$ cat src/design/ust_pkg.sv
// ----------------------------------------------------------------------------
// Unsorted set table package
// Shared widths, codes and types for the unsorted set table.
// ----------------------------------------------------------------------------
package ust_pkg;

	localparam int DEPTH = 16;
	localparam int IDX_W = (DEPTH > 1) ? $clog2(DEPTH) : 1;
	localparam int CNT_W = $clog2(DEPTH + 1);
	localparam int VAL_W = 32;
	localparam int OUT_CNT_W = 5;

	typedef enum logic [1:0] {
		ACT_ADD      = 2'd0,
		ACT_CONTAINS = 2'd1,
		ACT_REMOVE   = 2'd2,
		ACT_CLEAR    = 2'd3
	} action_t;

	typedef enum logic [1:0] {
		ST_IDLE,
		ST_SCAN,
		ST_FINISH
	} state_t;

	typedef struct packed {
		logic             busy;
		logic [VAL_W-1:0] value;
		logic [CNT_W-1:0] count;
		logic             found;
		logic [IDX_W-1:0] pos;
		logic [VAL_W-1:0] last;
	} query_t;

	typedef struct packed {
		logic             en;
		logic [IDX_W-1:0] idx;
		logic [VAL_W-1:0] data;
	} write_t;

endpackage

$ cat src/design/ust_req_if.sv
// ----------------------------------------------------------------------------
// Unsorted set table request channel
// Carries one action and value per word.
// ----------------------------------------------------------------------------
interface ust_req_if;

	logic                      valid;
	logic                      ready;
	logic [1:0]                action;
	logic signed [ust_pkg::VAL_W-1:0] value;

	modport source (output valid, output action, output value, input ready);
	modport sink (input valid, input action, input value, output ready);

endinterface

$ cat src/design/ust_rsp_if.sv
// ----------------------------------------------------------------------------
// Unsorted set table response channel
// Carries one result word per request word.
// ----------------------------------------------------------------------------
interface ust_rsp_if;

	logic                          valid;
	logic                          ready;
	logic                          hit;
	logic                          full_res;
	logic [ust_pkg::OUT_CNT_W-1:0] entry_count;

	modport source (output valid, output hit, output full_res, output entry_count,
		input ready);
	modport sink (input valid, input hit, input full_res, input entry_count,
		output ready);

endinterface

$ cat src/design/ust_cell.sv
// ----------------------------------------------------------------------------
// Unsorted set table cell
// Holds one table entry and passes the search query on to its neighbour.
// ----------------------------------------------------------------------------
module ust_cell (
	input  logic                   clk,
	input  logic                   arst_n,
	input  logic [ust_pkg::IDX_W-1:0] idx,
	input  ust_pkg::write_t        wr,
	input  ust_pkg::query_t        q_in,
	output ust_pkg::query_t        q_out
);

	logic [ust_pkg::VAL_W-1:0] entry_q;
	ust_pkg::query_t           next_q;
	ust_pkg::query_t           q_q;
	logic [ust_pkg::CNT_W-1:0] idx_c;
	logic                      live;

	assign idx_c = ust_pkg::CNT_W'(idx);
	assign live  = idx_c < q_in.count;

	always_comb begin
		next_q = q_in;
		if (!q_in.found && live && (entry_q == q_in.value)) begin
			next_q.found = 1'b1;
			next_q.pos   = idx;
		end
		if (idx_c + ust_pkg::CNT_W'(1) == q_in.count) begin
			next_q.last = entry_q;
		end
	end

	always_ff @(posedge clk) begin
		if (wr.en && (wr.idx == idx)) begin
			entry_q <= wr.data;
		end
	end

	always_ff @(posedge clk or negedge arst_n) begin
		if (!arst_n) begin
			q_q <= '0;
		end else begin
			q_q <= next_q;
		end
	end

	assign q_out = q_q;

endmodule

$ cat src/design/unsorted_set_table.sv
// ----------------------------------------------------------------------------
// Unsorted set table
// Fixed-depth unsorted set of signed 32-bit values held in a row of cells.
// ----------------------------------------------------------------------------
// Each request word on req carries an action (add, contains, remove, clear)
// and a value; exactly one result word leaves on rsp for every request.
// The result gives hit, full_res and the live entry count after the action.
// Add and clear do not use the cell row: the request is registered, then the
// result and any table write are registered in the finish state once the
// result register is free. Contains and remove send a query down the row of
// DEPTH cells, one cell per cycle, and the end of the row is registered
// before the finish state; a remove then copies the last live entry into the
// matched slot as the result is registered. One request is worked on at a
// time; req.ready is high whenever no request is in progress, also while a
// finished result waits on rsp.
// When the receiver stalls, the result register holds its word and a request
// in progress waits at its last step until the register is free.
// Reset empties the table at once; entry contents are left as they are and
// are only read after being written again.
// ----------------------------------------------------------------------------
module unsorted_set_table (
	input  logic    clk,
	input  logic    arst_n,
	ust_req_if.sink req,
	ust_rsp_if.source rsp
);

	ust_pkg::state_t           state_q;
	ust_pkg::state_t           state_d;
	ust_pkg::action_t          act_q;
	logic [ust_pkg::VAL_W-1:0] value_q;
	logic [ust_pkg::CNT_W-1:0] count_q;
	logic [ust_pkg::CNT_W-1:0] count_d;
	logic                      found_q;
	logic [ust_pkg::IDX_W-1:0] pos_q;
	logic [ust_pkg::VAL_W-1:0] last_q;
	logic                      out_valid_q;
	logic                      hit_q;
	logic                      full_q;
	logic [ust_pkg::OUT_CNT_W-1:0] out_count_q;
	logic                      hit_d;
	logic                      full_d;
	logic                      finish;
	logic                      out_free;
	logic                      accept;
	logic                      is_full;
	logic [ust_pkg::CNT_W+ust_pkg::OUT_CNT_W-1:0] count_wide;
	ust_pkg::write_t           wr;
	ust_pkg::query_t           link [ust_pkg::DEPTH+1];

	assign req.ready = (state_q == ust_pkg::ST_IDLE);
	assign accept    = req.valid && req.ready;
	assign out_free  = !out_valid_q || rsp.ready;
	assign is_full   = count_q >= ust_pkg::CNT_W'(ust_pkg::DEPTH);

	always_comb begin
		link[0]       = '0;
		link[0].busy  = accept && ((ust_pkg::action_t'(req.action) == ust_pkg::ACT_CONTAINS) ||
			(ust_pkg::action_t'(req.action) == ust_pkg::ACT_REMOVE));
		link[0].value = req.value;
		link[0].count = count_q;
	end

	for (genvar i = 0; i < ust_pkg::DEPTH; i++) begin : g_cell
		ust_cell u_cell (
			.clk    (clk),
			.arst_n (arst_n),
			.idx    (ust_pkg::IDX_W'(i)),
			.wr     (wr),
			.q_in   (link[i]),
			.q_out  (link[i+1])
		);
	end

	always_comb begin
		state_d = state_q;
		unique case (state_q)
			ust_pkg::ST_IDLE: begin
				if (accept) begin
					unique case (ust_pkg::action_t'(req.action)) inside
						ust_pkg::ACT_CONTAINS, ust_pkg::ACT_REMOVE: state_d = ust_pkg::ST_SCAN;
						default: state_d = ust_pkg::ST_FINISH;
					endcase
				end
			end
			ust_pkg::ST_SCAN: begin
				if (link[ust_pkg::DEPTH].busy) begin
					state_d = ust_pkg::ST_FINISH;
				end
			end
			ust_pkg::ST_FINISH: begin
				if (out_free) begin
					state_d = ust_pkg::ST_IDLE;
				end
			end
			default: state_d = ust_pkg::ST_IDLE;
		endcase
	end

	always_comb begin
		finish  = (state_q == ust_pkg::ST_FINISH) && out_free;
		wr      = '0;
		count_d = count_q;
		hit_d   = 1'b0;
		full_d  = 1'b0;
		unique case (act_q)
			ust_pkg::ACT_ADD: begin
				if (is_full) begin
					full_d = 1'b1;
				end else begin
					wr.en   = finish;
					wr.idx  = count_q[ust_pkg::IDX_W-1:0];
					wr.data = value_q;
					count_d = count_q + ust_pkg::CNT_W'(1);
					hit_d   = 1'b1;
				end
			end
			ust_pkg::ACT_CONTAINS: begin
				hit_d = found_q;
			end
			ust_pkg::ACT_REMOVE: begin
				if (found_q) begin
					wr.en   = finish;
					wr.idx  = pos_q;
					wr.data = last_q;
					count_d = count_q - ust_pkg::CNT_W'(1);
					hit_d   = 1'b1;
				end
			end
			ust_pkg::ACT_CLEAR: begin
				count_d = '0;
			end
			default: count_d = count_q;
		endcase
	end

	assign count_wide = {{ust_pkg::OUT_CNT_W{1'b0}}, count_d};

	always_ff @(posedge clk or negedge arst_n) begin
		if (!arst_n) begin
			state_q     <= ust_pkg::ST_IDLE;
			count_q     <= '0;
			out_valid_q <= 1'b0;
		end else begin
			state_q <= state_d;
			if (finish) begin
				count_q     <= count_d;
				out_valid_q <= 1'b1;
			end else if (rsp.ready) begin
				out_valid_q <= 1'b0;
			end
		end
	end

	always_ff @(posedge clk) begin
		if (accept) begin
			act_q   <= ust_pkg::action_t'(req.action);
			value_q <= req.value;
		end
		if ((state_q == ust_pkg::ST_SCAN) && link[ust_pkg::DEPTH].busy) begin
			found_q <= link[ust_pkg::DEPTH].found;
			pos_q   <= link[ust_pkg::DEPTH].pos;
			last_q  <= link[ust_pkg::DEPTH].last;
		end else if (accept) begin
			found_q <= 1'b0;
		end
		if (finish) begin
			hit_q       <= hit_d;
			full_q      <= full_d;
			out_count_q <= count_wide[ust_pkg::OUT_CNT_W-1:0];
		end
	end

	assign rsp.valid       = out_valid_q;
	assign rsp.hit         = hit_q;
	assign rsp.full_res    = full_q;
	assign rsp.entry_count = out_count_q;

endmodule

$ cat src/flat_wrapper.sv
// flat-port wrapper written by rule: the top's interface ports become plain ports
module unsorted_set_table_flat 
  (clk, arst_n, req_valid, req_action, req_value, req_ready, rsp_valid, rsp_hit, rsp_full_res, rsp_entry_count, rsp_ready);
  ust_req_if req_i ();
  ust_rsp_if rsp_i ();
  input  logic clk;
  input  logic arst_n;
  input wire logic [$bits(req_i.valid)-1:0] req_valid;
  input wire logic [$bits(req_i.action)-1:0] req_action;
  input wire logic [$bits(req_i.value)-1:0] req_value;
  output wire logic [$bits(req_i.ready)-1:0] req_ready;
  output wire logic [$bits(rsp_i.valid)-1:0] rsp_valid;
  output wire logic [$bits(rsp_i.hit)-1:0] rsp_hit;
  output wire logic [$bits(rsp_i.full_res)-1:0] rsp_full_res;
  output wire logic [$bits(rsp_i.entry_count)-1:0] rsp_entry_count;
  input wire logic [$bits(rsp_i.ready)-1:0] rsp_ready;
  assign req_i.valid = req_valid;
  assign req_i.action = req_action;
  assign req_i.value = req_value;
  assign req_ready = req_i.ready;
  assign rsp_valid = rsp_i.valid;
  assign rsp_hit = rsp_i.hit;
  assign rsp_full_res = rsp_i.full_res;
  assign rsp_entry_count = rsp_i.entry_count;
  assign rsp_i.ready = rsp_ready;
  unsorted_set_table u_core (.clk(clk), .arst_n(arst_n), .req(req_i), .rsp(rsp_i));
endmodule
$ cat config.mk
export PLATFORM = sky130hd
export DESIGN_NAME = unsorted_set_table_flat
export DESIGN_NICKNAME = d
export VERILOG_FILES = /design/src/design/ust_pkg.sv /design/src/design/ust_req_if.sv /design/src/design/ust_rsp_if.sv /design/src/design/ust_cell.sv /design/src/design/unsorted_set_table.sv /design/src/flat_wrapper.sv
export SDC_FILE = /design/constraint.sdc
export NUM_CORES = 2
export LEC_CHECK = 0
export ABC_CLOCK_PERIOD_IN_PS = 9700
export BUFFER_PORTS_ARGS = -buffer_cell sky130_fd_sc_hd__buf_4
export CELL_PAD_IN_SITES_DETAIL_PLACEMENT = 0
export CELL_PAD_IN_SITES_GLOBAL_PLACEMENT = 1
export CORE_MARGIN = 4
export CORE_UTILIZATION = 50
export CTS_BUF_LIST = sky130_fd_sc_hd__clkbuf_8
export DETAILED_ROUTE_END_ITERATION = 16
export HOLD_SLACK_MARGIN = 0.06
export PLACE_DENSITY_LB_ADDON = 0.1
export SLEW_MARGIN = 20
export SYNTH_ARGS = -nofsm -noshare
export SYNTH_HDL_FRONTEND = slang
export SYNTH_SLANG_ARGS = --single-unit
$ cat constraint.sdc
create_clock -name clk -period 9.7 [get_ports clk]
set_input_delay 0.485 -clock clk [delete_from_list [all_inputs] [get_ports clk]]
set_output_delay 0.485 -clock clk [all_outputs]
set_load 0.02 [all_outputs]
==> impl_metrics.yaml <==
synthesis:
  yosysTopAreaCell: "dfrtp_1"
  async_reset_ff_share_pct: 66.2
  yosys.cell_types.count: 48
  synthFlopType: "dfrtp_1"
  synthTopCellsByArea: "dfrtp_1, edfxtp_1, mux2_2"
  synthesis.instances: 3282
  ys_seq_area_share_pct: 77.9
  synth_top_area_share_pct: 48.3
  ys_seq_elements: 1746
  synth_edf_count: 590
  syn_area_sq_um: 59900
  avgSynthCellArea_sq_um: 18.2
  syn_nets: 3328
  ys_warn_count: 0
detailed_routing:
  drtPass1Iterations: 5
  drt.antenna.violating_nets: 0
  via_count: 29400
  drt-initial-drc-count: 2844
  wl_per_cell_um: 30.6
  drc: 0
  wl_um: 168000
  vias_per_cell: 5.36
sta:
  drv_slew: 0
  period_share_pct: 36.7
  worstMarginPinSlew_ns: 1.15
  max_slew_margin_pct: 23.0
  max_freq_mhz: 281
  finalSetupViolations: 0
  fin_tns_setup_ns: 0
  final_hold_viol_count: 0
  rsz0062_at_grt: "no"
  period_needed_ns: 3.56
  fin_skew_ns: 0.0495
place:
  dp_cells: 4923
  place.gp.congestion: 0.858
  portBuffers: 46
  hpwl_um: 113000
cts:
  clock_path_buffers: 4
  cts.repair.resized: 0
  cts_tree: "built"
  cts-buffers-inserted: 294
  clk_pin_slew_ns: 0.07
  clk_latency_ns: 0.96
  postCtsHoldBufs: 37
  h-tree-depth: 5
  cts_setup_buffers: 0
  clock-sinks: 1746
  root_buffer: "clkbuf_8"
floorplan:
  die_x_um: 354
  initial_utilization_pct: 50.6
  rows: 126
  coreArea_sq_um: 118000
  ios: 47
  fp.dieArea_sq_um: 125000
  die_h_um: 354
hold_path:
  hold_class: "input pin to flip-flop"
power_and_ir_drop:
  p_sw_w: 0.00494
  internal-power_w: 0.0133
  power_frac_comb_pct: 13.0
  p_clk_share_pct: 33.8
  p_leak_nw: 29.4
  power_switching_share_pct: 27.1
  peakVddDrop_mv: 0.155
  p_seq_share_pct: 53.2
  finalPower_w: 0.0183
  p_per_area_nw_per_um2: 266
worst_setup_path:
  crit_path_max_fanout: 38
  slowest_stage: "nor2_4"
  worstPathArrival_ns: 4.11
  crit_path_cell_trace: "inv_1 -> ha_1 -> nor2b_2 -> buf_4 -> a22o_1 -> a21oi_1 -> nand3_1 -> nor2_4"
  end_kind: "flip-flop"
  required_ns: 10.24
  cp-start-kind: "flip-flop"
  criticalPathCategory: "flip-flop to flip-flop"
  max_stage_delay_ns: 0.96
cells_and_area:
  final_cell_mix: "dfrtp_1, edfxtp_1, mux2_2"
  regArea_sq_um: 46600
  drive_above_1_share_pct: 26.8
  fillers: 9038
  nNetsFinal: 3705
  final_core_util_pct: 58.0
  final_common_cell: "dfrtp_1"
  fin_cells: 5482
  multi_input_area_sq_um: 13100
  area_growth_pct: 14.7
global_route:
  antenna_found_initial: 9
  grtUsageTotal_pct: 27.1
  grt_start_max_net_pins: 162
  grt_first_pass_wirelength_um: 237000
  grt_pass1_vias: 31800
  overflow: 0
job:
  cap_violations: 0
run_status:
  status: "finished, final reports clean"
## synth_stat cells (24+ instances only)
cell type,instances
mux2_2,474
nor3_1,25
nand4_1,54
nor4_1,86
dfrtp_1,1156
and2_1,34
nor2_1,32
edfxtp_1,590
xor2_1,339
or2_2,36
xnor2_1,175
buf_2,43
nand3_1,24
a22o_1,35
## power groups by stage
stage / Combinational (W) / Clock, W / Sequential, W
after floorplan: 0.00135 / 0 / 0.00937
after global placement: 0.00234 / 0 / 0.00983
after detailed placement: 0.00234 / 0 / 0.00985
after CTS: 0.00238 / 0.00630 / 0.00973
after global routing: 0.00251 / 0.00665 / 0.00979
final: 0.00237 / 0.00617 / 0.00972
## through the flow
step	worst slack [ns]	hold slack [ns]	cell area [sq um]
finish	6.14	0.224	68600
global route	5.89	0.171	68600
CTS	5.97	0.115	68600
detailed placement	6.02	0.335	62600
global placement	6.04	0.332	62600
floorplan	6.43	0.189	59900
## final timing paths
path | startpoint | endpoint | slack (ns) | cells after the start
min in group asynchronous | arst_n | u_core.g_cell[13].u_cell.q_out[41] | 0.27 | 2
min | req_value[26] | u_core.g_cell[0].u_cell.q_out[68] | 0.22 | 2
max in group asynchronous | arst_n | u_core.g_cell[2].u_cell.q_out[65] | 7.14 | 4
max reg2reg | u_core.act_q[0] | u_core.g_cell[12].u_cell.entry_q[25] | 6.14 | 8
max | u_core.act_q[0] | u_core.g_cell[12].u_cell.entry_q[25] | 6.14 | 8
min reg2reg | u_core.g_cell[0].u_cell.q_out[74] | u_core.g_cell[1].u_cell.q_out[74] | 0.33 | 0
## cell families (layout without fill, tap and decap cells)
family / Yosys count / after routing / synth area share, %
flops: 1746 / 1746 / 77.9
simple gates: 378 / 378 / 3.74
mux: 486 / 486 / 9.14
xor+xnor: 514 / 514 / 7.52
fa+ha+maj: 8 / 8 / 0.167
compound gates: 78 / 78 / 0.978
other cells: 0 / 8 / 0
buf+inv: 72 / 664 / 0.554
## state kept, by name, summed over array words and instances, names as in the netlist, 2 cells and up
| signal | flops |
|---|---|
| u_core.pos_q | 4 |
| u_core.g_cell.u_cell.q_out | 1148 |
| u_core.g_cell.u_cell.entry_q | 512 |
| u_core.value_q | 32 |
| u_core.act_q | 2 |
| u_core.rsp.entry_count | 5 |
| u_core.state_q | 2 |
| u_core.last_q | 32 |
| u_core.count_q | 5 |
## critical path: cells and delay by family, from the launching register on
| family | cells | cell delay, ns |
|---|---|---|
| AOI/OAI and AO/OA | 2 | 0.46 |
| adders and majority gates | 1 | 0.32 |
| buffers and inverters | 2 | 0.34 |
| DFF | 1 | 0.38 |
| and+or+nand+nor | 3 | 1.59 |
## routing by layer
layer  up-vias  part of all wire (%)  global-route usage, %
met5         -                     0                      0
met4         0                   3.4                   10.2
met3       302                   5.4                   5.41
met2       946                    50                   44.8
met1     15700                    41                   35.8
li1      12400                     -                      -
## final cells by class
type                            instances  area share (%)
Antenna cell                            8          0.0292
Clock buffer                          349            7.00
Clock inverter                        162            1.11
Inverter                               10          0.0547
Multi-Input combinational cell       1464            19.0
Sequential cell                      1746            67.9
Tap cell                             1600            2.92
Timing Repair Buffer                  143            1.91
(Power assumes the default switching activity.)
